--- src/hw/rtl/wma_pkg.sv ---
// ----------------------------------------------------------------------------
// Window metric aggregator package
// Types, widths and reset constants shared by the aggregator modules.
// ----------------------------------------------------------------------------
`default_nettype none

package wma_pkg;

  // Field widths fixed by the transaction format.
  localparam int unsigned TIME_W      = 64;
  localparam int unsigned SAMPLE_W    = 16;
  localparam int unsigned FLAGS_W     = 16;
  localparam int unsigned WLEN_W      = 16;
  localparam int unsigned MEM_SUM_W   = 32;

  // Defaults for the top-level parameters.
  localparam int unsigned EMA_FRACTION_BITS_DEF = 16;
  localparam int unsigned QUEUE_DEPTH_DEF       = 2;

  // Reset value of the window length register.
  localparam int unsigned WINDOW_LENGTH_RESET = 60;

  // Configuration port geometry.
  localparam int unsigned APB_ADDR_W = 2;
  localparam int unsigned APB_DATA_W = 32;

  // Input transaction.
  typedef struct packed {
    logic [TIME_W-1:0]   sample_time;
    logic [SAMPLE_W-1:0] cpu_sample;
    logic [SAMPLE_W-1:0] mem_sample;
    logic [FLAGS_W-1:0]  cpu_state_bits;
    logic [FLAGS_W-1:0]  mem_state_bits;
  } in_t;

  // Output transaction.
  typedef struct packed {
    logic [TIME_W-1:0]   latest_time;
    logic [SAMPLE_W-1:0] cpu_smoothed;
    logic [SAMPLE_W-1:0] mem_mean;
    logic [FLAGS_W-1:0]  cpu_state_union;
    logic [FLAGS_W-1:0]  mem_state_union;
  } out_t;

  // Classified sample as it sits in the queue between front and back.
  typedef struct packed {
    in_t               data;
    logic              first;
    logic              last;
    logic [WLEN_W-1:0] count;
  } q_entry_t;

  // Status of a serial divider.
  typedef struct packed {
    logic busy;
    logic done;
  } div_stat_t;

endpackage

`default_nettype wire

--- src/hw/rtl/window_metric_aggregator.sv ---
// ----------------------------------------------------------------------------
// Window metric aggregator
// Reduces each window of metric samples to one record: maximum timestamp,
// CPU EMA, mean memory usage and the OR of both flag words.
// ----------------------------------------------------------------------------
// Usage:
//   Input channel in_valid_i/in_stall_o/in_data_i carries one sample per
//   transaction; output channel out_valid_o/out_stall_i/out_data_o carries
//   one record per completed window. The APB port holds the window length.
//   The back end takes each sample in two steps (pop with multiply, then
//   accumulate) and pops no new sample until the last is accumulated; the
//   two-entry queue lets the front keep accepting while the back is busy.
//   For the sample that closes a window the back then runs the serial mean
//   divider and loads the record into the output register.
//   A window length write recomputes the smoothing factor in a serial
//   divider; input is stalled after the write until the factor is loaded.
//   Reset empties the queue, clears all accumulators and the output valid
//   flag, loads a length of 60 and the matching smoothing factor.
//   While the receiver stalls the record is held; the back keeps consuming
//   samples until the next record is ready, then waits for the register.
// ----------------------------------------------------------------------------
`default_nettype none

module window_metric_aggregator #(
  parameter int unsigned EMA_FRACTION_BITS = wma_pkg::EMA_FRACTION_BITS_DEF,
  parameter int unsigned QUEUE_DEPTH       = wma_pkg::QUEUE_DEPTH_DEF
) (
  input  wire logic                             clk_i,
  input  wire logic                             rst_ni,
  input  wire logic                             in_valid_i,
  output logic                                  in_stall_o,
  input  wire wma_pkg::in_t                     in_data_i,
  output logic                                  out_valid_o,
  input  wire logic                             out_stall_i,
  output wma_pkg::out_t                         out_data_o,
  input  wire logic                             psel,
  input  wire logic                             penable,
  input  wire logic                             pwrite,
  input  wire logic [wma_pkg::APB_ADDR_W-1:0]   paddr,
  input  wire logic [wma_pkg::APB_DATA_W-1:0]   pwdata,
  output logic      [wma_pkg::APB_DATA_W-1:0]   prdata,
  output logic                                  pready
);

  localparam int unsigned F        = EMA_FRACTION_BITS;
  localparam int unsigned LW       = wma_pkg::WLEN_W;
  localparam int unsigned ALPHA_W  = F + 1;
  localparam int unsigned ANUM_W   = F + 2;
  localparam int unsigned AlphaReset = (2 << F) / (wma_pkg::WINDOW_LENGTH_RESET + 1);

  logic [LW-1:0]      wlen_q, wlen_d;
  logic [ALPHA_W-1:0] alpha_q, alpha_d;
  logic               alpha_pend_q, alpha_pend_d;
  logic               cfg_wr;
  logic [LW-1:0]      wr_len;
  logic [LW:0]        alpha_den;
  logic [ANUM_W-1:0]  alpha_quot;
  wma_pkg::div_stat_t alpha_stat;

  wma_pkg::q_entry_t  push_entry;
  wma_pkg::q_entry_t  head;
  logic               push;
  logic               q_full;
  logic               pop;
  logic               head_valid;

  // Configuration register, a single register so every write lands on it.
  assign pready = 1'b1;
  assign cfg_wr = psel && penable && pwrite;
  assign prdata = wma_pkg::APB_DATA_W'(wlen_q);
  assign wr_len = pwdata[LW-1:0];

  // Divisor is the effective length plus one; a zero length counts as one.
  assign alpha_den = (wr_len == '0) ? (LW+1)'(2) : {1'b0, wr_len} + (LW+1)'(1);

  // Length and smoothing factor update. The quotient never exceeds 2^F.
  always_comb begin
    wlen_d       = wlen_q;
    alpha_d      = alpha_q;
    alpha_pend_d = alpha_pend_q;
    if (cfg_wr) begin
      wlen_d       = wr_len;
      alpha_pend_d = 1'b1;
    end else if (alpha_pend_q && alpha_stat.done) begin
      alpha_d      = alpha_quot[ALPHA_W-1:0];
      alpha_pend_d = 1'b0;
    end
  end

  always_ff @(posedge clk_i or negedge rst_ni) begin
    if (!rst_ni) begin
      wlen_q       <= LW'(wma_pkg::WINDOW_LENGTH_RESET);
      alpha_q      <= ALPHA_W'(AlphaReset);
      alpha_pend_q <= 1'b0;
    end else begin
      wlen_q       <= wlen_d;
      alpha_q      <= alpha_d;
      alpha_pend_q <= alpha_pend_d;
    end
  end

  // Smoothing factor divider: (2 << F) / (N + 1).
  wma_div #(
    .NW (ANUM_W),
    .DW (LW + 1)
  ) u_alpha_div (
    .clk_i   (clk_i),
    .rst_ni  (rst_ni),
    .start_i (cfg_wr),
    .num_i   (ANUM_W'(2) << F),
    .den_i   (alpha_den),
    .quot_o  (alpha_quot),
    .stat_o  (alpha_stat)
  );

  // Front: accept and classify samples.
  wma_front u_front (
    .clk_i           (clk_i),
    .rst_ni          (rst_ni),
    .in_valid_i      (in_valid_i),
    .in_stall_o      (in_stall_o),
    .in_data_i       (in_data_i),
    .window_length_i (wlen_q),
    .cfg_busy_i      (alpha_pend_q),
    .q_full_i        (q_full),
    .push_o          (push),
    .push_entry_o    (push_entry)
  );

  // Queue between front and back.
  wma_queue #(
    .DEPTH (QUEUE_DEPTH)
  ) u_queue (
    .clk_i        (clk_i),
    .rst_ni       (rst_ni),
    .push_i       (push),
    .push_entry_i (push_entry),
    .full_o       (q_full),
    .pop_i        (pop),
    .head_valid_o (head_valid),
    .head_o       (head)
  );

  // Back: accumulate and emit records.
  wma_back #(
    .EMA_FRACTION_BITS (EMA_FRACTION_BITS)
  ) u_back (
    .clk_i        (clk_i),
    .rst_ni       (rst_ni),
    .alpha_i      (alpha_q),
    .head_valid_i (head_valid),
    .head_i       (head),
    .pop_o        (pop),
    .out_valid_o  (out_valid_o),
    .out_stall_i  (out_stall_i),
    .out_data_o   (out_data_o)
  );

endmodule

`default_nettype wire

--- src/hw/rtl/wma_div.sv ---
// ----------------------------------------------------------------------------
// Serial unsigned divider
// Restoring division, one quotient bit per cycle, result held until restart.
// ----------------------------------------------------------------------------
`default_nettype none

module wma_div #(
  parameter int unsigned NW = 32,
  parameter int unsigned DW = 16
) (
  input  wire logic                clk_i,
  input  wire logic                rst_ni,
  input  wire logic                start_i,
  input  wire logic [NW-1:0]       num_i,
  input  wire logic [DW-1:0]       den_i,
  output logic      [NW-1:0]       quot_o,
  output wma_pkg::div_stat_t       stat_o
);

  localparam int unsigned CW = $clog2(NW + 1);

  logic [NW-1:0] num_q, num_d;
  logic [NW-1:0] quot_q, quot_d;
  logic [DW-1:0] den_q, den_d;
  logic [DW-1:0] rem_q, rem_d;
  logic [CW-1:0] cnt_q, cnt_d;
  logic          busy_q, busy_d;
  logic          done_q, done_d;

  logic [DW:0]   rem_sh;
  logic [DW:0]   rem_sub;
  logic          ge;

  // One restoring step: bring down the next dividend bit and try a subtract.
  always_comb begin
    rem_sh  = {rem_q, num_q[NW-1]};
    ge      = (rem_sh >= {1'b0, den_q});
    rem_sub = rem_sh - {1'b0, den_q};
  end

  // Sequencing of the iterations.
  always_comb begin
    num_d  = num_q;
    quot_d = quot_q;
    den_d  = den_q;
    rem_d  = rem_q;
    cnt_d  = cnt_q;
    busy_d = busy_q;
    done_d = done_q;
    if (start_i) begin
      num_d  = num_i;
      den_d  = den_i;
      rem_d  = '0;
      quot_d = '0;
      cnt_d  = CW'(NW);
      busy_d = 1'b1;
      done_d = 1'b0;
    end else if (busy_q) begin
      num_d  = {num_q[NW-2:0], 1'b0};
      quot_d = {quot_q[NW-2:0], ge};
      rem_d  = ge ? rem_sub[DW-1:0] : rem_sh[DW-1:0];
      cnt_d  = cnt_q - CW'(1);
      if (cnt_q == CW'(1)) begin
        busy_d = 1'b0;
        done_d = 1'b1;
      end
    end
  end

  always_ff @(posedge clk_i or negedge rst_ni) begin
    if (!rst_ni) begin
      cnt_q  <= '0;
      busy_q <= 1'b0;
      done_q <= 1'b0;
    end else begin
      cnt_q  <= cnt_d;
      busy_q <= busy_d;
      done_q <= done_d;
    end
  end

  always_ff @(posedge clk_i) begin
    num_q  <= num_d;
    quot_q <= quot_d;
    den_q  <= den_d;
    rem_q  <= rem_d;
  end

  assign quot_o      = quot_q;
  assign stat_o.busy = busy_q;
  assign stat_o.done = done_q;

endmodule

`default_nettype wire

--- src/hw/rtl/wma_queue.sv ---
// ----------------------------------------------------------------------------
// Sample queue
// Short register FIFO that decouples the classifying front from the back.
// ----------------------------------------------------------------------------
`default_nettype none

module wma_queue #(
  parameter int unsigned DEPTH = wma_pkg::QUEUE_DEPTH_DEF
) (
  input  wire logic              clk_i,
  input  wire logic              rst_ni,
  input  wire logic              push_i,
  input  wire wma_pkg::q_entry_t push_entry_i,
  output logic                   full_o,
  input  wire logic              pop_i,
  output logic                   head_valid_o,
  output wma_pkg::q_entry_t      head_o
);

  localparam int unsigned PW = $clog2(DEPTH);
  localparam int unsigned CW = $clog2(DEPTH + 1);

  wma_pkg::q_entry_t entry_q [DEPTH];
  logic [PW-1:0]     wr_ptr_q, wr_ptr_d;
  logic [PW-1:0]     rd_ptr_q, rd_ptr_d;
  logic [CW-1:0]     cnt_q, cnt_d;
  logic              do_push, do_pop;

  assign full_o       = (cnt_q == CW'(DEPTH));
  assign head_valid_o = (cnt_q != '0);
  assign head_o       = entry_q[rd_ptr_q];

  assign do_push = push_i && !full_o;
  assign do_pop  = pop_i && head_valid_o;

  // Pointer and fill count update.
  always_comb begin
    wr_ptr_d = wr_ptr_q;
    rd_ptr_d = rd_ptr_q;
    cnt_d    = cnt_q;
    if (do_push) begin
      wr_ptr_d = (wr_ptr_q == PW'(DEPTH - 1)) ? '0 : wr_ptr_q + PW'(1);
    end
    if (do_pop) begin
      rd_ptr_d = (rd_ptr_q == PW'(DEPTH - 1)) ? '0 : rd_ptr_q + PW'(1);
    end
    if (do_push && !do_pop) begin
      cnt_d = cnt_q + CW'(1);
    end else if (do_pop && !do_push) begin
      cnt_d = cnt_q - CW'(1);
    end
  end

  always_ff @(posedge clk_i or negedge rst_ni) begin
    if (!rst_ni) begin
      wr_ptr_q <= '0;
      rd_ptr_q <= '0;
      cnt_q    <= '0;
    end else begin
      wr_ptr_q <= wr_ptr_d;
      rd_ptr_q <= rd_ptr_d;
      cnt_q    <= cnt_d;
    end
  end

  // Entry storage.
  always_ff @(posedge clk_i) begin
    if (do_push) begin
      entry_q[wr_ptr_q] <= push_entry_i;
    end
  end

endmodule

`default_nettype wire

--- src/hw/rtl/wma_front.sv ---
// ----------------------------------------------------------------------------
// Aggregator front end
// Accepts samples, tracks the position in the window and tags each sample.
// ----------------------------------------------------------------------------
`default_nettype none

module wma_front (
  input  wire logic                          clk_i,
  input  wire logic                          rst_ni,
  input  wire logic                          in_valid_i,
  output logic                               in_stall_o,
  input  wire wma_pkg::in_t                  in_data_i,
  input  wire logic [wma_pkg::WLEN_W-1:0]    window_length_i,
  input  wire logic                          cfg_busy_i,
  input  wire logic                          q_full_i,
  output logic                               push_o,
  output wma_pkg::q_entry_t                  push_entry_o
);

  localparam int unsigned WLEN_W = wma_pkg::WLEN_W;

  logic [WLEN_W-1:0] idx_q, idx_d;
  logic [WLEN_W:0]   count;
  logic [WLEN_W:0]   eff_len;
  logic              last;

  // Hold off while the queue is full or the smoothing factor is recomputed.
  assign in_stall_o = q_full_i || cfg_busy_i;
  assign push_o     = in_valid_i && !in_stall_o;

  // A zero length behaves as a length of one.
  assign eff_len = (window_length_i == '0) ? (WLEN_W+1)'(1) : {1'b0, window_length_i};
  assign count   = {1'b0, idx_q} + (WLEN_W+1)'(1);
  assign last    = (count >= eff_len);

  always_comb begin
    push_entry_o.data  = in_data_i;
    push_entry_o.first = (idx_q == '0);
    push_entry_o.last  = last;
    push_entry_o.count = count[WLEN_W-1:0];
  end

  // Position within the current window.
  always_comb begin
    idx_d = idx_q;
    if (push_o) begin
      idx_d = last ? '0 : count[WLEN_W-1:0];
    end
  end

  always_ff @(posedge clk_i or negedge rst_ni) begin
    if (!rst_ni) begin
      idx_q <= '0;
    end else begin
      idx_q <= idx_d;
    end
  end

endmodule

`default_nettype wire

--- src/hw/rtl/wma_back.sv ---
// ----------------------------------------------------------------------------
// Aggregator back end
// Runs the EMA and the window accumulators and forms the output record.
// ----------------------------------------------------------------------------
`default_nettype none

module wma_back #(
  parameter int unsigned EMA_FRACTION_BITS = wma_pkg::EMA_FRACTION_BITS_DEF
) (
  input  wire logic                           clk_i,
  input  wire logic                           rst_ni,
  input  wire logic [EMA_FRACTION_BITS:0]     alpha_i,
  input  wire logic                           head_valid_i,
  input  wire wma_pkg::q_entry_t              head_i,
  output logic                                pop_o,
  output logic                                out_valid_o,
  input  wire logic                           out_stall_i,
  output wma_pkg::out_t                       out_data_o
);

  localparam int unsigned F       = EMA_FRACTION_BITS;
  localparam int unsigned SW      = wma_pkg::SAMPLE_W;
  localparam int unsigned TW      = wma_pkg::TIME_W;
  localparam int unsigned FW      = wma_pkg::FLAGS_W;
  localparam int unsigned LW      = wma_pkg::WLEN_W;
  localparam int unsigned MW      = wma_pkg::MEM_SUM_W;
  localparam int unsigned EW      = SW + F;
  localparam int unsigned PROD_W  = (F + 2) + (EW + 1);
  localparam logic [EW:0] HALF    = (EW+1)'(1) << (F - 1);

  localparam logic [1:0] ST_IDLE = 2'd0;
  localparam logic [1:0] ST_ACC  = 2'd1;
  localparam logic [1:0] ST_DIV  = 2'd2;

  logic [1:0] state_q, state_d;

  // Sample held between the pop and the accumulate cycle.
  wma_pkg::q_entry_t item_q;
  logic signed [PROD_W-1:0] prod_q;

  // Window accumulators.
  logic [EW-1:0] ema_q, ema_d;
  logic [TW-1:0] time_max_q, time_max_d;
  logic [MW-1:0] mem_sum_q, mem_sum_d;
  logic [FW-1:0] cpu_flags_q, cpu_flags_d;
  logic [FW-1:0] mem_flags_q, mem_flags_d;

  logic          out_valid_q, out_valid_d;
  wma_pkg::out_t out_q;

  logic signed [EW:0]       diff;
  logic signed [PROD_W-1:0] prod;
  logic signed [PROD_W-1:0] ema_sum;
  logic [EW-1:0]            x_item;
  logic [EW:0]              ema_rnd;
  logic                     out_free;
  logic                     load_out;

  logic                     div_start;
  logic [MW-1:0]            div_quot;
  wma_pkg::div_stat_t       div_stat;

  // Weighted step towards the new sample: alpha * (x - ema).
  always_comb begin
    diff = $signed({1'b0, head_i.data.cpu_sample, {F{1'b0}}}) - $signed({1'b0, ema_q});
    prod = $signed({1'b0, alpha_i}) * diff;
  end

  // EMA update, floor division by 2^F through the arithmetic shift.
  assign x_item  = {item_q.data.cpu_sample, {F{1'b0}}};
  assign ema_sum = $signed({{(PROD_W-EW){1'b0}}, ema_q}) + (prod_q >>> F);
  assign ema_rnd = {1'b0, ema_q} + HALF;

  assign out_free = !out_valid_q || !out_stall_i;
  assign load_out = (state_q == ST_DIV) && div_stat.done && out_free;
  assign pop_o    = (state_q == ST_IDLE) && head_valid_i;

  // Sequencer for one sample and the window close.
  always_comb begin
    state_d     = state_q;
    ema_d       = ema_q;
    time_max_d  = time_max_q;
    mem_sum_d   = mem_sum_q;
    cpu_flags_d = cpu_flags_q;
    mem_flags_d = mem_flags_q;
    div_start   = 1'b0;
    unique case (state_q)
      ST_IDLE: begin
        if (head_valid_i) begin
          state_d = ST_ACC;
        end
      end
      ST_ACC: begin
        ema_d       = item_q.first ? x_item : ema_sum[EW-1:0];
        time_max_d  = (item_q.data.sample_time > time_max_q) ? item_q.data.sample_time
                                                             : time_max_q;
        mem_sum_d   = mem_sum_q + MW'(item_q.data.mem_sample);
        cpu_flags_d = cpu_flags_q | item_q.data.cpu_state_bits;
        mem_flags_d = mem_flags_q | item_q.data.mem_state_bits;
        if (item_q.last) begin
          div_start = 1'b1;
          state_d   = ST_DIV;
        end else begin
          state_d   = ST_IDLE;
        end
      end
      ST_DIV: begin
        if (load_out) begin
          ema_d       = '0;
          time_max_d  = '0;
          mem_sum_d   = '0;
          cpu_flags_d = '0;
          mem_flags_d = '0;
          state_d     = ST_IDLE;
        end
      end
      default: begin
        state_d = ST_IDLE;
      end
    endcase
  end

  // Output register valid flag.
  always_comb begin
    out_valid_d = out_valid_q;
    if (load_out) begin
      out_valid_d = 1'b1;
    end else if (out_valid_q && !out_stall_i) begin
      out_valid_d = 1'b0;
    end
  end

  always_ff @(posedge clk_i or negedge rst_ni) begin
    if (!rst_ni) begin
      state_q     <= ST_IDLE;
      ema_q       <= '0;
      time_max_q  <= '0;
      mem_sum_q   <= '0;
      cpu_flags_q <= '0;
      mem_flags_q <= '0;
      out_valid_q <= 1'b0;
    end else begin
      state_q     <= state_d;
      ema_q       <= ema_d;
      time_max_q  <= time_max_d;
      mem_sum_q   <= mem_sum_d;
      cpu_flags_q <= cpu_flags_d;
      mem_flags_q <= mem_flags_d;
      out_valid_q <= out_valid_d;
    end
  end

  // Payload registers.
  always_ff @(posedge clk_i) begin
    if (pop_o) begin
      item_q <= head_i;
      prod_q <= prod;
    end
    if (load_out) begin
      out_q.latest_time     <= time_max_q;
      out_q.cpu_smoothed    <= ema_rnd[F+SW-1:F];
      out_q.mem_mean        <= div_quot[SW-1:0];
      out_q.cpu_state_union <= cpu_flags_q;
      out_q.mem_state_union <= mem_flags_q;
    end
  end

  // Mean of the memory samples: sum over the true sample count.
  wma_div #(
    .NW (MW),
    .DW (LW)
  ) u_mean_div (
    .clk_i   (clk_i),
    .rst_ni  (rst_ni),
    .start_i (div_start),
    .num_i   (mem_sum_d),
    .den_i   (item_q.count),
    .quot_o  (div_quot),
    .stat_o  (div_stat)
  );

  assign out_valid_o = out_valid_q;
  assign out_data_o  = out_q;

endmodule

`default_nettype wire

--- config.mk ---
export PLATFORM = sky130hd
export DESIGN_NAME = window_metric_aggregator
export DESIGN_NICKNAME = d
export VERILOG_FILES = /design/src/hw/rtl/wma_pkg.sv /design/src/hw/rtl/window_metric_aggregator.sv /design/src/hw/rtl/wma_div.sv /design/src/hw/rtl/wma_queue.sv /design/src/hw/rtl/wma_front.sv /design/src/hw/rtl/wma_back.sv
export SDC_FILE = /design/constraint.sdc
export NUM_CORES = 2
export LEC_CHECK = 0
export ABC_AREA = 0
export BUFFER_PORTS_ARGS = -buffer_cell sky130_fd_sc_hd__buf_4
export CORE_ASPECT_RATIO = 0.9
export CORE_MARGIN = 4
export CORE_UTILIZATION = 60
export DETAILED_ROUTE_END_ITERATION = 12
export GPL_TIMING_DRIVEN = 0
export PLACE_DENSITY = 0.77
export SETUP_SLACK_MARGIN = 0.5
export SYNTH_ARGS = -nofsm -noshare
export SYNTH_HDL_FRONTEND = slang
export SYNTH_SLANG_ARGS = --single-unit
--- constraint.sdc ---
create_clock -name clk_i -period 27.6 [get_ports clk_i]
set_input_delay 4.14 -clock clk_i [delete_from_list [all_inputs] [get_ports clk_i]]
set_output_delay 4.14 -clock clk_i [all_outputs]
set_load 0.005 [all_outputs]
==> metrics.cfg <==
[status]
status=finished with violations
violations=max-capacitance violations, max-slew violations

[setup_path]
cp-start-kind=flop
crit_required_ps=28000
cp_slowest_stage_delay_ps=920
slowest_stage=fa_1
cp_max_fo=10
critPathArrivalTime_ps=12280
crit_top_cell=fa_1
critical_path_class=reg -> reg
endpoint_kind=flop

[placed_design]
dp_hpwl_um=112000
io_buffers=296
place_congestion=0.932
place_ws_ps=15780

[global_route]
overflow=0
grt_max_degree=106
antenna_found_initial=18
grt_pass1_wl_um=231000
globalRouteTotalUtil_pct=28.3
first_global_vias=41100

[yosys]
synthArstFlopShare_pct=24.1
yosys.area_share.adder_pct=23.5
yosysWarnings=0
synth_top_family_by_area=adder cells
synth-seq-cells=962
synth_seq_area_share_pct=44.9
avgSynthCellArea_um2=11.5
syn_area_um2=60300
ys_types=89
synth-xor-area-share_pct=2.87
synth_edf_count=663
netlist_instances=5251
synth-simple-area-share_pct=10.6
synthFlopType=edfxtp_1
synth-compound-area-share_pct=6.29
synth_mux_area_share_pct=5.17

[route]
routedWlPerCell_um=20.8
routed_wl_um=147000
vias=40100
drc=0
drtPass1Iterations=6
ant_nets=0
drtIter0Drc=3437
viasPerCell=5.64

[finish]
multi_input_area_um2=29300
layout-drive-gt1-share_pct=11.9
seqCellArea_um2=27100
nNetsFinal=6654
num-fill-cells=7449
area_growth_pct=11.9

[floorplan]
ios=332
start_util_pct=60.3
fp.coreArea_um2=99900
die_h_um=309
die_area_um2=106000
num_rows=110
die_w_um=342

[timing]
timing.final.crit_share_pct=43.0
fin_tns_setup_ps=0
slew-limit-headroom_pct=-5.27
max_freq_mhz=84.2
hold_viol=0
grt_setup_unrepaired=false
worstMarginPinSlew_ps=1540
drv_slew=3
fin_crit_ps=11870
setup_viol=0
finalClockSkew_ps=23.7
worst_slack_ps=15730

[clocking]
cts_tree=done
ctsHtreeMaxLevel=3
ctsHoldBuffers=0
cts_resized=0
cts.path.max_buffers=3
ctsRootBufferMaster=clkbuf_16
clock-sinks=962
cts-buffers-inserted=88
post_cts_buffers=0
cts.clk_slew.worst_paths_ps=70
worstSkewPairLatency_ps=660

[min_path]
worstHoldPathType=reg -> reg

[job]
max-cap-violations=1

## per-stage QoR
step | hold WS [ps] | instance area, um2 | utilization, % | cells
2_1_floorplan | 400 | 60400 | - | 5266
3_3_place_gp | 404 | 64300 | 64.3 | 6906
3_5_place_dp | 405 | 64600 | 64.6 | 6918
4_1_cts | 420 | 67400 | 67.5 | 7084
5_1_grt | 430 | 67500 | 67.5 | 7090
6_report | 420 | 67500 | 67.5 | 7097
## layer usage
metal	GRT usage (%)	part of all wire (%)	routed length, um
met5	0	0	0
met4	8.56	3.2	4720
met3	5.43	8.5	12600
met2	44.3	46	67900
met1	40.9	42	62100
## kinds of logic (layout without fill, tap and decap cells)
family / Yosys count / after routing
compound gates: 599 / 599
xor+xnor: 197 / 197
fa+ha+maj: 821 / 821
buf+inv: 1048 / 1522
flops: 962 / 962
mux: 289 / 289
other cells: 2 / 30
simple gates: 1333 / 1333
## registers in the layout, summed over array words and instances (netlist names), 17 cells and up
signal	cells
u_back.out_data_o	128
u_back.prod_q	32
u_alpha_div.den_q	17
u_back.u_mean_div.num_q	32
u_back.item_q	146
u_back.ema_q	32
u_back.time_max_q	64
u_back.mem_sum_q	32
alpha_q	17
u_queue.entry_q	292
u_alpha_div.rem_q	17
u_alpha_div.quot_o	17
## cell usage after synthesis (6+ instances only)
library cell | n | share of area, %
fa_1 | 518 | 17
o21a_1 | 23 | 0.29
buf_4 | 17 | 0.21
a21o_1 | 75 | 0.93
nor4_1 | 19 | 0.20
nand2b_1 | 85 | 0.88
dfstp_2 | 8 | 0.35
edfxtp_1 | 663 | 33
o41ai_1 | 7 | 0.10
nor2_1 | 208 | 1.3
dfrtp_1 | 224 | 9.3
and2_1 | 245 | 2.5
inv_1 | 838 | 5.2
mux2i_1 | 111 | 1.8
o211ai_1 | 8 | 0.10
dfxtp_1 | 67 | 2.2
ha_1 | 303 | 6.3
a211oi_1 | 18 | 0.22
o21ai_0 | 116 | 0.96
nor3_1 | 37 | 0.31
nor2b_1 | 26 | 0.27
a22o_1 | 13 | 0.19
o21bai_1 | 14 | 0.17
nor3b_1 | 6 | 0.075
a31oi_1 | 21 | 0.22
buf_2 | 11 | 0.091
clkbuf_1 | 168 | 1.0
nand3_1 | 56 | 0.46
a41oi_1 | 6 | 0.087
xnor2_1 | 140 | 2.0
o21ai_1 | 52 | 0.43
o31ai_1 | 13 | 0.16
or3_1 | 13 | 0.13
buf_1 | 9 | 0.056
mux2_2 | 177 | 3.3
nand4_1 | 40 | 0.42
and4_1 | 6 | 0.087
a21oi_1 | 171 | 1.4
nand2_1 | 545 | 3.4
a221oi_1 | 7 | 0.10
and3_1 | 23 | 0.24
xor2_1 | 56 | 0.81
## worst paths after layout
check                                       from                    endpoint  slack, ps  depth (start not counted)
min in group asynchronous                 rst_ni       u_back.time_max_q[18]       3360                          1
worst min-delay path            u_back.item_q[7]  u_back.u_mean_div.den_q[7]        420                          0
max in group asynchronous                 rst_ni                 alpha_q[15]      23310                          2
worst max-delay path            u_queue.rd_ptr_q           u_back.prod_q[47]      15730                         33
worst max register to register  u_queue.rd_ptr_q           u_back.prod_q[47]      15730                         33
worst min register to register  u_back.item_q[7]  u_back.u_mean_div.den_q[7]        420                          0
## area by class of cell
class / instances / share of cell area [%]
clock inverters: 46 / 0.636
inverters: 842 / 4.70
repair buffers: 308 / 3.74
plain buffers: 206 / 1.27
well taps: 1344 / 2.49
clock buffers: 120 / 3.59
flip-flops and latches: 962 / 40.1
diodes: 13 / 0.0482
multi-input cells: 3256 / 43.4
## layout by cell type, fill, tap and decap left out, drive strengths merged, types with 17 or more instances in the layout
cell type / Yosys / final
mux2i: 111 / 111
nand4: 40 / 40
o21a: 24 / 24
a211oi: 19 / 19
nor2: 208 / 208
a21oi: 172 / 172
and2: 246 / 246
nor4: 19 / 19
clkbuf: 169 / 289
conb: 2 / 17
a21o: 75 / 75
nor3: 38 / 38
edfxtp: 663 / 663
mux2: 178 / 178
nand3: 56 / 56
buf: 37 / 345
dfxtp: 67 / 67
nand2b: 85 / 85
fa: 518 / 518
and3: 23 / 23
inv: 839 / 849
ha: 303 / 303
a31oi: 21 / 21
dfrtp: 224 / 224
nor2b: 26 / 26
o21ai: 168 / 168
clkinv: 3 / 29
xor2: 57 / 57
xnor2: 140 / 140
nand2: 546 / 546
## worst max-delay path: cells and delay by family (launching register included)
| kind | cells | cell delay (ps) |
|---|---|---|
| xor gates and xnor gates | 3 | 460 |
| AOI/OAI and AO/OA | 12 | 2870 |
| buffers and inverters | 6 | 2060 |
| muxes | 1 | 470 |
| DFF | 1 | 360 |
| and+or+nand+nor | 3 | 890 |
| adders and majority gates | 8 | 4500 |
Power is not shown: default switching activity piles up to over one toggle a cycle in this logic, so the estimate is an artifact.
